==> src/hdl/isut_pkg.sv <==
package isut_pkg;

   localparam int MAX_INTERVALS = 16;
   localparam int VALUE_BITS    = 32;
   localparam int IDX_BITS      = $clog2(MAX_INTERVALS);
   localparam int CNT_BITS      = $clog2(MAX_INTERVALS + 1);

   localparam logic [1:0] ACT_INSERT = 2'd0;
   localparam logic [1:0] ACT_QUERY  = 2'd1;
   localparam logic [1:0] ACT_CLEAR  = 2'd2;

   localparam logic [1:0] MEMB_NONE   = 2'd0;
   localparam logic [1:0] MEMB_INSIDE = 2'd1;
   localparam logic [1:0] MEMB_PART   = 2'd2;

   localparam logic [1:0] STAT_OK    = 2'd0;
   localparam logic [1:0] STAT_FULL  = 2'd1;
   localparam logic [1:0] STAT_RANGE = 2'd2;

   typedef enum logic [2:0] {
      IDX_HOLD,
      IDX_ZERO,
      IDX_INC,
      IDX_DEC,
      IDX_USED_M1
   } idx_op_type;

   typedef enum logic [2:0] {
      WR_NONE,
      WR_SHIFT_UP,
      WR_NEW,
      WR_MERGE,
      WR_COMPACT
   } wr_op_type;

   typedef enum logic [1:0] {
      USED_HOLD,
      USED_CLEAR,
      USED_INC,
      USED_SUB
   } used_op_type;

   typedef struct packed {
      logic        load;
      idx_op_type  idx_op;
      wr_op_type   wr_op;
      logic        lo_set;
      logic        last_set;
      logic        delta_set;
      used_op_type used_op;
      logic        finish;
      logic [1:0]  membership;
      logic [1:0]  status;
   } dp_cmd_type;

   typedef struct packed {
      logic overflow;
      logic span_zero;
      logic idx_eq_used;
      logic idx_eq_lo;
      logic full;
      logic reach_lo;
      logic reach_hi;
      logic last_lt_s;
      logic e_lt_first;
      logic contained;
   } dp_stat_type;

endpackage

==> src/hdl/isut_datapath.sv <==
module isut_datapath (
   input  logic                              clock,
   input  logic                              reset,
   input  logic [isut_pkg::VALUE_BITS-1:0]   req_start_req,
   input  logic [isut_pkg::VALUE_BITS-1:0]   req_span,
   input  isut_pkg::dp_cmd_type              cmd,
   output isut_pkg::dp_stat_type             stat,
   output logic                              rsp_strobe,
   output logic [1:0]                        rsp_membership,
   output logic [1:0]                        rsp_status,
   output logic [isut_pkg::CNT_BITS-1:0]     rsp_entry_count
);
   import isut_pkg::*;

   logic [VALUE_BITS-1:0] first_mem [MAX_INTERVALS];
   logic [VALUE_BITS-1:0] last_mem  [MAX_INTERVALS];

   logic [VALUE_BITS-1:0] s_ff, e_ff, first_lo_ff, last_prev_ff;
   logic [VALUE_BITS-1:0] rd_first_ff, rd_last_ff;
   logic [CNT_BITS-1:0]   idx_ff, idx_in, lo_ff, delta_ff, used_ff, used_in;
   logic                  rsp_strobe_ff;
   logic [1:0]            rsp_membership_ff, rsp_status_ff;
   logic [CNT_BITS-1:0]   rsp_count_ff;

   logic [VALUE_BITS:0]   end_sum;
   logic [VALUE_BITS-1:0] merged_first, merged_last;
   logic [CNT_BITS-1:0]   up_addr, compact_addr;

   // inclusive end of the requested interval, carry marks passing the top
   assign end_sum = {1'b0, req_start_req} + {1'b0, req_span} - {{VALUE_BITS{1'b0}}, 1'b1};

   assign merged_first = (first_lo_ff < s_ff) ? first_lo_ff : s_ff;
   assign merged_last  = (last_prev_ff > e_ff) ? last_prev_ff : e_ff;
   assign up_addr      = idx_ff + {{(CNT_BITS-1){1'b0}}, 1'b1};
   assign compact_addr = idx_ff - delta_ff;

   always_comb begin
      case (cmd.idx_op)
         IDX_ZERO:    idx_in = '0;
         IDX_INC:     idx_in = idx_ff + {{(CNT_BITS-1){1'b0}}, 1'b1};
         IDX_DEC:     idx_in = idx_ff - {{(CNT_BITS-1){1'b0}}, 1'b1};
         IDX_USED_M1: idx_in = used_ff - {{(CNT_BITS-1){1'b0}}, 1'b1};
         default:     idx_in = idx_ff;
      endcase
   end

   always_comb begin
      case (cmd.used_op)
         USED_CLEAR: used_in = '0;
         USED_INC:   used_in = used_ff + {{(CNT_BITS-1){1'b0}}, 1'b1};
         USED_SUB:   used_in = used_ff - delta_ff;
         default:    used_in = used_ff;
      endcase
   end

   always_comb begin
      stat.overflow    = end_sum[VALUE_BITS];
      stat.span_zero   = (req_span == '0);
      stat.idx_eq_used = (idx_ff == used_ff);
      stat.idx_eq_lo   = (idx_ff == lo_ff);
      stat.full        = (used_ff == CNT_BITS'(MAX_INTERVALS));
      // a value reaches an entry when it is no more than one past its end
      stat.reach_lo    = ({1'b0, s_ff} <= ({1'b0, rd_last_ff} + {{VALUE_BITS{1'b0}}, 1'b1}));
      stat.reach_hi    = ({1'b0, rd_first_ff} <= ({1'b0, e_ff} + {{VALUE_BITS{1'b0}}, 1'b1}));
      stat.last_lt_s   = (rd_last_ff < s_ff);
      stat.e_lt_first  = (e_ff < rd_first_ff);
      stat.contained   = (rd_first_ff <= s_ff) && (rd_last_ff >= e_ff);
   end

   always_ff @(posedge clock) begin
      if (reset) begin
         idx_ff        <= '0;
         lo_ff         <= '0;
         delta_ff      <= '0;
         used_ff       <= '0;
         rsp_strobe_ff <= 1'b0;
      end else begin
         idx_ff        <= idx_in;
         used_ff       <= used_in;
         rsp_strobe_ff <= cmd.finish;
         if (cmd.lo_set) begin
            lo_ff <= idx_ff;
         end
         if (cmd.delta_set) begin
            delta_ff <= idx_ff - lo_ff - {{(CNT_BITS-1){1'b0}}, 1'b1};
         end
      end
   end

   always_ff @(posedge clock) begin
      if (cmd.load) begin
         s_ff <= req_start_req;
         e_ff <= end_sum[VALUE_BITS-1:0];
      end
      if (cmd.lo_set) begin
         first_lo_ff <= rd_first_ff;
      end
      if (cmd.last_set) begin
         last_prev_ff <= rd_last_ff;
      end
      if (cmd.finish) begin
         rsp_membership_ff <= cmd.membership;
         rsp_status_ff     <= cmd.status;
         rsp_count_ff      <= used_in;
      end
   end

   // entry memory: one write and one registered read per cycle
   always_ff @(posedge clock) begin
      case (cmd.wr_op)
         WR_SHIFT_UP: begin
            first_mem[up_addr[IDX_BITS-1:0]] <= rd_first_ff;
            last_mem[up_addr[IDX_BITS-1:0]]  <= rd_last_ff;
         end
         WR_NEW: begin
            first_mem[lo_ff[IDX_BITS-1:0]] <= s_ff;
            last_mem[lo_ff[IDX_BITS-1:0]]  <= e_ff;
         end
         WR_MERGE: begin
            first_mem[lo_ff[IDX_BITS-1:0]] <= merged_first;
            last_mem[lo_ff[IDX_BITS-1:0]]  <= merged_last;
         end
         WR_COMPACT: begin
            first_mem[compact_addr[IDX_BITS-1:0]] <= rd_first_ff;
            last_mem[compact_addr[IDX_BITS-1:0]]  <= rd_last_ff;
         end
         default: begin
         end
      endcase
      rd_first_ff <= first_mem[idx_in[IDX_BITS-1:0]];
      rd_last_ff  <= last_mem[idx_in[IDX_BITS-1:0]];
   end

   assign rsp_strobe      = rsp_strobe_ff;
   assign rsp_membership  = rsp_membership_ff;
   assign rsp_status      = rsp_status_ff;
   assign rsp_entry_count = rsp_count_ff;

endmodule

==> src/hdl/isut_ctrl.sv <==
module isut_ctrl (
   input  logic                  clock,
   input  logic                  reset,
   input  logic                  start,
   input  logic [1:0]            req_action,
   input  isut_pkg::dp_stat_type stat,
   output isut_pkg::dp_cmd_type  cmd,
   output logic                  busy
);
   import isut_pkg::*;

   typedef enum logic [3:0] {
      ST_IDLE,
      ST_INS_LO,
      ST_INS_HI,
      ST_INS_NEW,
      ST_INS_SHIFT,
      ST_INS_PLACE,
      ST_INS_MERGE,
      ST_INS_COMPACT,
      ST_QRY_SCAN
   } state_type;

   state_type state_ff, state_in;

   always_comb begin
      state_in       = state_ff;
      cmd.load       = 1'b0;
      cmd.idx_op     = IDX_HOLD;
      cmd.wr_op      = WR_NONE;
      cmd.lo_set     = 1'b0;
      cmd.last_set   = 1'b0;
      cmd.delta_set  = 1'b0;
      cmd.used_op    = USED_HOLD;
      cmd.finish     = 1'b0;
      cmd.membership = MEMB_NONE;
      cmd.status     = STAT_OK;
      unique case (state_ff)
         ST_IDLE: begin
            if (start) begin
               case (req_action) inside
                  ACT_CLEAR: begin
                     cmd.used_op = USED_CLEAR;
                     cmd.finish  = 1'b1;
                  end
                  ACT_INSERT, ACT_QUERY: begin
                     if (stat.span_zero) begin
                        cmd.finish = 1'b1;
                     end else if (stat.overflow) begin
                        cmd.finish = 1'b1;
                        cmd.status = STAT_RANGE;
                     end else begin
                        cmd.load   = 1'b1;
                        cmd.idx_op = IDX_ZERO;
                        state_in   = (req_action == ACT_INSERT) ? ST_INS_LO : ST_QRY_SCAN;
                     end
                  end
                  default: begin
                     cmd.finish = 1'b1;
                  end
               endcase
            end
         end
         // find the first entry the new interval can touch
         ST_INS_LO: begin
            if (stat.idx_eq_used) begin
               cmd.lo_set = 1'b1;
               state_in   = ST_INS_NEW;
            end else if (stat.reach_lo) begin
               cmd.lo_set = 1'b1;
               state_in   = ST_INS_HI;
            end else begin
               cmd.idx_op = IDX_INC;
            end
         end
         // walk over every entry the interval overlaps or adjoins
         ST_INS_HI: begin
            if (stat.idx_eq_used || !stat.reach_hi) begin
               cmd.delta_set = 1'b1;
               state_in      = stat.idx_eq_lo ? ST_INS_NEW : ST_INS_MERGE;
            end else begin
               cmd.last_set = 1'b1;
               cmd.idx_op   = IDX_INC;
            end
         end
         ST_INS_NEW: begin
            if (stat.full) begin
               cmd.finish = 1'b1;
               cmd.status = STAT_FULL;
               state_in   = ST_IDLE;
            end else if (stat.idx_eq_used) begin
               cmd.wr_op   = WR_NEW;
               cmd.used_op = USED_INC;
               cmd.finish  = 1'b1;
               state_in    = ST_IDLE;
            end else begin
               cmd.idx_op = IDX_USED_M1;
               state_in   = ST_INS_SHIFT;
            end
         end
         // open a slot at lo, moving the tail up from the top
         ST_INS_SHIFT: begin
            cmd.wr_op = WR_SHIFT_UP;
            if (stat.idx_eq_lo) begin
               state_in = ST_INS_PLACE;
            end else begin
               cmd.idx_op = IDX_DEC;
            end
         end
         ST_INS_PLACE: begin
            cmd.wr_op   = WR_NEW;
            cmd.used_op = USED_INC;
            cmd.finish  = 1'b1;
            state_in    = ST_IDLE;
         end
         ST_INS_MERGE: begin
            cmd.wr_op = WR_MERGE;
            state_in  = ST_INS_COMPACT;
         end
         // close the gap left by the collapsed entries
         ST_INS_COMPACT: begin
            if (stat.idx_eq_used) begin
               cmd.used_op = USED_SUB;
               cmd.finish  = 1'b1;
               state_in    = ST_IDLE;
            end else begin
               cmd.wr_op  = WR_COMPACT;
               cmd.idx_op = IDX_INC;
            end
         end
         ST_QRY_SCAN: begin
            if (stat.idx_eq_used) begin
               cmd.finish = 1'b1;
               state_in   = ST_IDLE;
            end else if (stat.last_lt_s) begin
               cmd.idx_op = IDX_INC;
            end else begin
               cmd.finish = 1'b1;
               state_in   = ST_IDLE;
               if (stat.e_lt_first) begin
                  cmd.membership = MEMB_NONE;
               end else if (stat.contained) begin
                  cmd.membership = MEMB_INSIDE;
               end else begin
                  cmd.membership = MEMB_PART;
               end
            end
         end
         default: begin
            state_in = ST_IDLE;
         end
      endcase
   end

   always_ff @(posedge clock) begin
      if (reset) begin
         state_ff <= ST_IDLE;
      end else begin
         state_ff <= state_in;
      end
   end

   assign busy = (state_ff != ST_IDLE);

endmodule

==> src/hdl/interval_set_union_table.sv <==
// interval set union table: a sorted set of up to MAX_INTERVALS disjoint,
// non-adjacent intervals of unsigned values.
// request channel: a word (req_action, req_start_req, req_span) is taken at
// a rising edge with start high and busy low. actions: insert unites the
// interval with the set, query reports no overlap, containment in one entry
// or partial overlap, clear empties the set.
// response channel: rsp_strobe is high for exactly one cycle per request,
// with rsp_membership, rsp_status and rsp_entry_count valid in that cycle.
// the receiver cannot stall; each response is taken when it is shown.
// latency: clear, empty and out-of-range requests answer in the cycle after
// start. a query walks the entry memory one entry per cycle. an insert
// walks the entries it passes, then moves the tail one entry per cycle to
// open or close slots. the walk over the entry memory sets the response
// time; busy stays high until the response is issued, and the next
// request may be taken in the cycle the response is shown.
// reset empties the set and leaves no response pending.
module interval_set_union_table (
   input  logic                             clock,
   input  logic                             reset,
   input  logic                             start,
   output logic                             busy,
   input  logic [1:0]                       req_action,
   input  logic [isut_pkg::VALUE_BITS-1:0]  req_start_req,
   input  logic [isut_pkg::VALUE_BITS-1:0]  req_span,
   output logic                             rsp_strobe,
   output logic [1:0]                       rsp_membership,
   output logic [1:0]                       rsp_status,
   output logic [isut_pkg::CNT_BITS-1:0]    rsp_entry_count
);
   import isut_pkg::*;

   dp_cmd_type  cmd;
   dp_stat_type stat;

   isut_ctrl u_ctrl (
      .clock      (clock),
      .reset      (reset),
      .start      (start),
      .req_action (req_action),
      .stat       (stat),
      .cmd        (cmd),
      .busy       (busy)
   );

   isut_datapath u_datapath (
      .clock           (clock),
      .reset           (reset),
      .req_start_req   (req_start_req),
      .req_span        (req_span),
      .cmd             (cmd),
      .stat            (stat),
      .rsp_strobe      (rsp_strobe),
      .rsp_membership  (rsp_membership),
      .rsp_status      (rsp_status),
      .rsp_entry_count (rsp_entry_count)
   );

   a_count_bound: assert property (@(posedge clock) disable iff (reset)
      rsp_strobe |-> (rsp_entry_count <= CNT_BITS'(MAX_INTERVALS)))
      else $error("entry count beyond capacity");

   a_full_drop: assert property (@(posedge clock) disable iff (reset)
      (rsp_strobe && rsp_status == STAT_FULL) |->
         (rsp_entry_count == CNT_BITS'(MAX_INTERVALS) && rsp_membership == MEMB_NONE))
      else $error("insert dropped while table not full");

   a_clear: assert property (@(posedge clock) disable iff (reset)
      (!reset && start && !busy && req_action == ACT_CLEAR) |=>
         (rsp_strobe && rsp_entry_count == '0 && rsp_status == STAT_OK))
      else $error("clear did not empty the set");

   a_range_member: assert property (@(posedge clock) disable iff (reset)
      (rsp_strobe && rsp_status == STAT_RANGE) |-> (rsp_membership == MEMB_NONE))
      else $error("membership reported for out-of-range request");

endmodule
==> config.mk <==
export PLATFORM = sky130hd
export DESIGN_NAME = interval_set_union_table
export DESIGN_NICKNAME = d
export VERILOG_FILES = /design/src/hdl/isut_pkg.sv /design/src/hdl/isut_datapath.sv /design/src/hdl/isut_ctrl.sv /design/src/hdl/interval_set_union_table.sv
export SDC_FILE = /design/constraint.sdc
export NUM_CORES = 2
export LEC_CHECK = 0
export ABC_AREA = 1
export BUFFER_PORTS_ARGS = -buffer_cell sky130_fd_sc_hd__buf_2
export CAP_MARGIN = 20
export CORE_UTILIZATION = 55
export CTS_BUF_LIST = sky130_fd_sc_hd__clkbuf_4
export DETAILED_ROUTE_END_ITERATION = 10
export GPL_TIMING_DRIVEN = 1
export PLACE_DENSITY = 0.69
export REMOVE_ABC_BUFFERS = 1
export SLEW_MARGIN = 20
export SYNTH_ARGS = -nofsm -noshare
export SYNTH_HDL_FRONTEND = slang
export SYNTH_SLANG_ARGS = --single-unit
==> constraint.sdc <==
create_clock -name clock -period 6.2 [get_ports clock]
set_input_delay 1.55 -clock clock [delete_from_list [all_inputs] [get_ports clock]]
set_output_delay 1.55 -clock clock [all_outputs]
set_load 0.02 [all_outputs]
# Yosys cells after proc, flatten, opt, wreduce, memory -nomap -nowiden
# Memories as Yosys holds them, arrays and structs flattened. A register that Yosys moved wholly into a read port is not among the register bits.
# Cells that the tools add are included.
word_totals:
  regBits: 162
  mem_bits_rw: 1024
  in_bits: 69
  out_inout_bits: 11
  word_cells: 178
  n_memories: 2
memory_table:
  columns: ["memory", "words", "width", "read_ports", "rd_ports_with_merged_regs", "wr", "line_no", "rtl"]
  rows:
  - ["u_datapath.first_mem", 16, 32, 1, 1, 1, "isut_datapath.sv:15", "logic [VALUE_BITS-1:0] first_mem [MAX_INTERVALS];"]
  - ["u_datapath.last_mem", 16, 32, 1, 1, 1, "isut_datapath.sv:16", "logic [VALUE_BITS-1:0] last_mem [MAX_INTERVALS];"]
classes:
  addsub: 12
  magnitude_cmp: 8
  eq_ne: 34
  n_mux: 90
  bitwise_logic: 3
  n_reduce_logical: 15
ops:
  columns: ["op", "count"]
  rows:
  - ["$mux 32", 8]
  - ["$reduce_or 32->1", 4]
  - ["$lt 32x32->1", 3]
  - ["$mux 4", 22]
  - ["$add 32x1->33 const B", 2]
  - ["$le 32x33->1", 2]
  - ["$add 32x32->33", 1]
  - ["$sub 33x1->33 const B", 1]
  - ["$ge 32x32->1", 1]
  - ["$gt 32x32->1", 1]
  - ["$le 32x32->1", 1]
  - ["$logic_not 32->1", 1]
  - ["$pmux 4 s8", 1]
  - ["$mux 3", 10]
  - ["$mux 2", 14]
  - ["$mux 1", 26]
  - ["$pmux 3 s7", 1]
  - ["$pmux 5 s4", 1]
  - ["$eq 4x3->1 const B", 4]
  - ["$pmux 3 s5", 1]
  - ["$pmux 5 s3", 1]
  - ["$sub 5x1->5 const B", 3]
  - ["$eq 3x2->1 const B", 4]
  - ["$add 5x1->5 const B", 2]
  - ["other kinds (30)", 47]

# Longest topological paths before layout
depth:
  word_depth: 11
  ltp_mapped: 37
  ltp_nobuf: 34

# By module
# From an unflattened synthesis, not the netlist that was laid out.
unflattened:
  cells_unflattened: 6663
  hier_area_um2: 64338.0
modules_own_cells:
  columns: ["module", "n_inst", "cells_each", "area_each_um2", "seq_area_each_um2"]
  rows:
  - ["isut_datapath", 1, 6555, 63736.1, 36565.1]
  - ["isut_ctrl", 1, 108, 601.8, 80.1]

# Worst setup path after synthesis
# OpenSTA, ideal clock, no wires.
synth_path:
  kind: "register -> register"
  startpoint: "register u_datapath.idx_ff[1]"
  endpoint: "memory u_datapath.first_mem[0][0], enable pin"
  setup_time_ns: 0.487
  t_arrival_ns: 4.741
  required_ns: 5.713
  slack_ns: 0.973
  path_stages_with_launch: 14
  path_buffers: 1
  synth_period_minus_slack_ns: 5.227
  path_cell_list: "dfxtp_1 -> inv_2 -> nand2_1 -> nand4_1 -> nor4_4 -> inv_1 -> nor2_1 -> inv_1 -> nand2_1 -> clkbuf_1 -> o211ai_1 -> o21ai_0 -> nand2_1 -> nor2_1"
synth_between:
  elab_chain_cells: 11
  word_cells_on_any_way: 26
  classes_between: "add/sub (2); eq/ne (5); mux (16); bitwise (1); reduce/logical (2)"
synth_lines:
  columns: ["element", "line_no", "rtl"]
  rows:
  - ["start: declaration", "isut_datapath.sv:20", "logic [CNT_BITS-1:0] idx_ff, idx_in, lo_ff, delta_ff, used_ff, used_in;"]
  - ["start signal: assignment", "isut_datapath.sv:78", "idx_ff <= idx_in;"]
  - ["$eq 5x5->1", "isut_datapath.sv:59", "stat.idx_eq_used = (idx_ff == used_ff);"]
  - ["$mux 2", "isut_ctrl.sv:91", "end else if (stat.idx_eq_used) begin"]
  - ["$mux 6", "isut_ctrl.sv:87", "if (stat.full) begin"]
  - ["$pmux 3 s5", "isut_ctrl.sv:38", "unique case (state_ff)"]
  - ["$eq 3x2->1", "isut_datapath.sv:110", "case (cmd.wr_op)"]
  - ["$mux 1", "isut_datapath.sv:110", null]
  - ["$mux 1 (on tied branches)", "isut_datapath.sv:116, isut_datapath.sv:120", null]
  - ["$or 1x1->1 (no line)", null, null]
  - ["$reduce_or 32->1 (no line)", null, null]
  - ["$mux 4 (no line) or $mux 1 (tied branches) (2 in a row)", null, null]
  - ["end: declaration", "isut_datapath.sv:15", null]
# Parallel ways exist; a longest one is shown, timed or not.

# Worst setup path in the final report
layout_path:
  startpoint: "register u_datapath.rd_last_ff[3] (read register of u_datapath.last_mem)"
  endpoint: "register u_datapath.rd_first_ff[9] (read register of u_datapath.first_mem)"
layout_between:
  elab_chain_cells: 7
  word_cells_on_any_way: 13
  classes_between: "add/sub (1); order compare (2); eq/ne (4); mux (6)"
layout_lines:
  columns: ["element", "line_no", "rtl"]
  rows:
  - ["start: declaration", "isut_datapath.sv:19", "logic [VALUE_BITS-1:0] rd_first_ff, rd_last_ff;"]
  - ["$add 32x1->33", "isut_datapath.sv:63", "stat.reach_lo = ({1'b0, s_ff} <= ({1'b0, rd_last_ff} + {{VALUE_BITS{1'b0}}, 1'b1}));"]
  - ["$le 32x33->1", "isut_datapath.sv:63", null]
  - ["$mux 2", "isut_ctrl.sv:69", "end else if (stat.reach_lo) begin"]
  - ["$mux 3", "isut_ctrl.sv:66", "if (stat.idx_eq_used) begin"]
  - ["$pmux 3 s7 *", "isut_ctrl.sv:38", null]
  - ["$eq 3x3->1, or another cell as far along", "isut_datapath.sv:38", "case (cmd.idx_op)"]
  - ["$pmux 5 s4 *", "isut_datapath.sv:38", null]
  - ["end: declaration", "isut_datapath.sv:19", null]
# Mark *: on every way between the ends. The rest lies on a longest branch, timed or not.
# A chain may end at the register's enable or synchronous reset.

==> qor.txt <==
DR vias: 48612
Final Critical Period: 5.87 ns
Initial Utilization: 55.6%
Sequential cell area fraction in the yosys report: 58.5%
Critical Path AT: 6.90 ns
Share of cells above drive strength 1: 13.0%
Skew-Pair Late Insertion Delay: 1.26 ns
Period utilization: 94.7%
Dpl hpwl: 115000 um
Worst-path clk slew: 0.06 ns
CTS sink cnt: 1250
Syn_area_per_cell: 9.85 um2
Num CTS Buffers: 339
Crit end category: flop
Routed Antenna Nets: 0
Most frequent CP cell: nor2_1
Top Ports: 80
Commonest non-fill, non-tap cell in the layout: nand2_1
Pwr Density: 515 nW/um2
Per-cell routed wire length: 22.2 um
Relative slew slack: 25.7%
Max Freq: 170 MHz
Drt via density: 5.75
Setup TNS: 0 ns
CTS root buf: clkbuf_4
R2R depth: 33
Post-synthesis cell area: 62700 um2
Net count, final: 7112
Die X: 340 um
Grt ovf: 0
FP Rows: 123
Yosys reg bits: 1250
Reg-to-reg startpoint: u_datapath.rd_last_ff[3]$_DFF_P_
TritonRoute pass-1 iters: 8
Crit-path slowest cell: dfxtp_1
Crit. Startpoint: u_datapath.rd_last_ff[3]$_DFF_P_
CTS tree: built
Synth warn: 0
Syn-to-layout area delta: 12.5%
Final Setup Violations: 0
Commonest non-fill, non-tap cells in the layout: nand2_1, nand3_1, edfxtp_1
Total wire length: 188000 um
Hold Fails Final Rpt: 0
Max-Cap Viols: 0
Worst-Margin Slew: 1.11 ns
Worst setup endpoint: u_datapath.rd_first_ff[9]$_DFF_P_
Reg2reg end: u_datapath.rd_first_ff[9]$_DFF_P_
Global-route wire length before repair: 280000 um
Core area: 113000 um2
Critical Path Start Type: flop
Pleak: 30.7 nW
Asr flop ratio synth: 0%
Die Height: 340 um
Die ar.: 115000 um2
Largest net degree at the start of global routing: 137
Worst hold stages: 2
VDD IR max: 0.465 mV
Critical path type: flop to flop
Number of I/O port buffers: 79
Maximum clock path buffer count: 4
Crit-path max FO: 46
Hold Crit Class: flop to flop
Initial antenna violation count: 4
Gr usage total: 32.3%
Hold Buf Count CTS: 0
Req. time, crit path: 7.23 ns
Post-route DRC violation count: 0
Routability cong.: 1.01
Total power: 0.0363 W
Outcome: finished clean
Layout Skew: 0.128 ns
First DRT Iteration DRCs: 5360
Synth cell types: 58
Synth Instances: 6359
FF-to-FF setup slack: 0.33 ns
EDFF count, synth: 1161
Primary FF master, synth: edfxtp_1
Final Max Tran Viols: 0
Vias in the first global route: 46272
Largest stage delay, worst path: 0.42 ns
H-tree levels: 5
-- cell families after synthesis --
logic type	share of synthesized area [%]
AND/OR/NAND/NOR	20.8
AO/OA/AOI/OAI	4.31
XOR/XNOR	1.31
buffers and inverters	8.35
flip-flops	58.5
adder cells (fa/ha/maj)	6.78
-- metrics by stage --
stage	std cells	cell area (um2)	hold slack [ns]	worst slack, ns	util (%)
final	8460	70500	0.459	0.331	62.6
after detailed placement	7857	66100	0.448	0.0751	58.7
after CTS	8444	70300	0.409	0.0257	62.4
after floorplan	6061	61200	0.429	-7.58	-
after global placement	7857	66100	0.444	0.177	58.7
after global routing	8457	70500	0.424	-0.0979	62.6
-- registers in the layout, summed over array words and instances (netlist names), 2 cells and up, named ones only --
signal                      count
u_ctrl.state_ff                 4
u_datapath.delta_ff             5
u_datapath.e_ff                32
u_datapath.first_lo_ff         32
u_datapath.first_mem          512
u_datapath.idx_ff               4
u_datapath.last_mem           512
u_datapath.last_prev_ff        32
u_datapath.lo_ff                5
u_datapath.rd_first_ff         32
u_datapath.rd_last_ff          32
u_datapath.rsp_entry_count      5
u_datapath.rsp_membership       2
u_datapath.rsp_status           2
u_datapath.s_ff                32
u_datapath.used_ff              5
-- cells in the mapped netlist (9+ instances only) --
library cell	count	area, um2
edfxtp_1	1161	34900
a211oi_1	12	90.1
inv_1	1009	3790
nand3_1	1233	6170
o211ai_1	11	82.6
xnor2_1	13	114
nand4_1	34	213
nor2_1	188	706
o22ai_1	26	163
clkbuf_1	71	267
buf_1	25	93.8
o21ai_0	178	891
a31oi_1	13	81.3
a21oi_1	204	1020
o21a_1	9	67.6
dfxtp_1	89	1780
buf_2	193	966
nor3_1	41	205
nor4_1	26	163
ha_1	333	4170
nand2_1	1235	4640
xor2_1	81	709
nand3b_1	88	661
-- layout make-up --
type,instances,area (um2)
fillers,9351,42100
flip-flops and latches,1250,36600
multi-input cells,3793,21100
inverters,1018,3830
clock buffers,501,3760
repair buffers,304,2880
well taps,1500,1880
clock inverters,84,448
diodes,10,25.0
-- layer usage --
metal,GRT usage [%],up-vias,share of wire [%]
met1,42.6,23139,39
met2,52.0,2458,47
met4,16.0,2,4.8
li1,-,22499,-
met5,0,-,0.025
met3,5.19,514,8.6
-- how the worst min path moves through the flow --
stage / from / endpoint
3_3_place_gp: u_datapath.delta_ff[4]$_SDFFE_PP0P_ / u_datapath.delta_ff[4]$_SDFFE_PP0P_
5_1_grt: req_start_req[5] / u_datapath.s_ff[5]$_DFFE_PP_
4_1_cts: req_start_req[5] / u_datapath.s_ff[5]$_DFFE_PP_
3_5_place_dp: u_datapath.delta_ff[4]$_SDFFE_PP0P_ / u_datapath.delta_ff[4]$_SDFFE_PP0P_
2_1_floorplan: u_datapath.delta_ff[4]$_SDFFE_PP0P_ / u_datapath.delta_ff[4]$_SDFFE_PP0P_
6_report: u_datapath.delta_ff[4]$_SDFFE_PP0P_ / u_datapath.delta_ff[4]$_SDFFE_PP0P_
-- what timing repair did --
item | CTS | global route
gates resized for setup | 0 | 15
setup endpoints to repair | 1 | 66
pin swaps | 1 | 3
cloned | 0 | 1
buffers inserted | 2 | 5
endpoints found under the hold margin | 0 | 0
-- power breakdown --
part	internal [W]	switching (W)	total, W
combinational	0.00545	0.0115	0.0169
clock	0.00385	0.00341	0.00726
sequential	0.0113	0.000793	0.0121
total	0.0206	0.0157	0.0363
-- worst max-delay path, delay by kind of cell (launching register included) --
family	cells	cell delay (ns)
AOI/OAI and AO/OA	2	0.19
xor gates and xnor gates	1	0.16
DFF	1	0.42
buffers and inverters	5	0.89
and+or+nand+nor	24	3.66
adders and majority gates	1	0.26
Note: power is estimated with default switching activity, not from simulation.
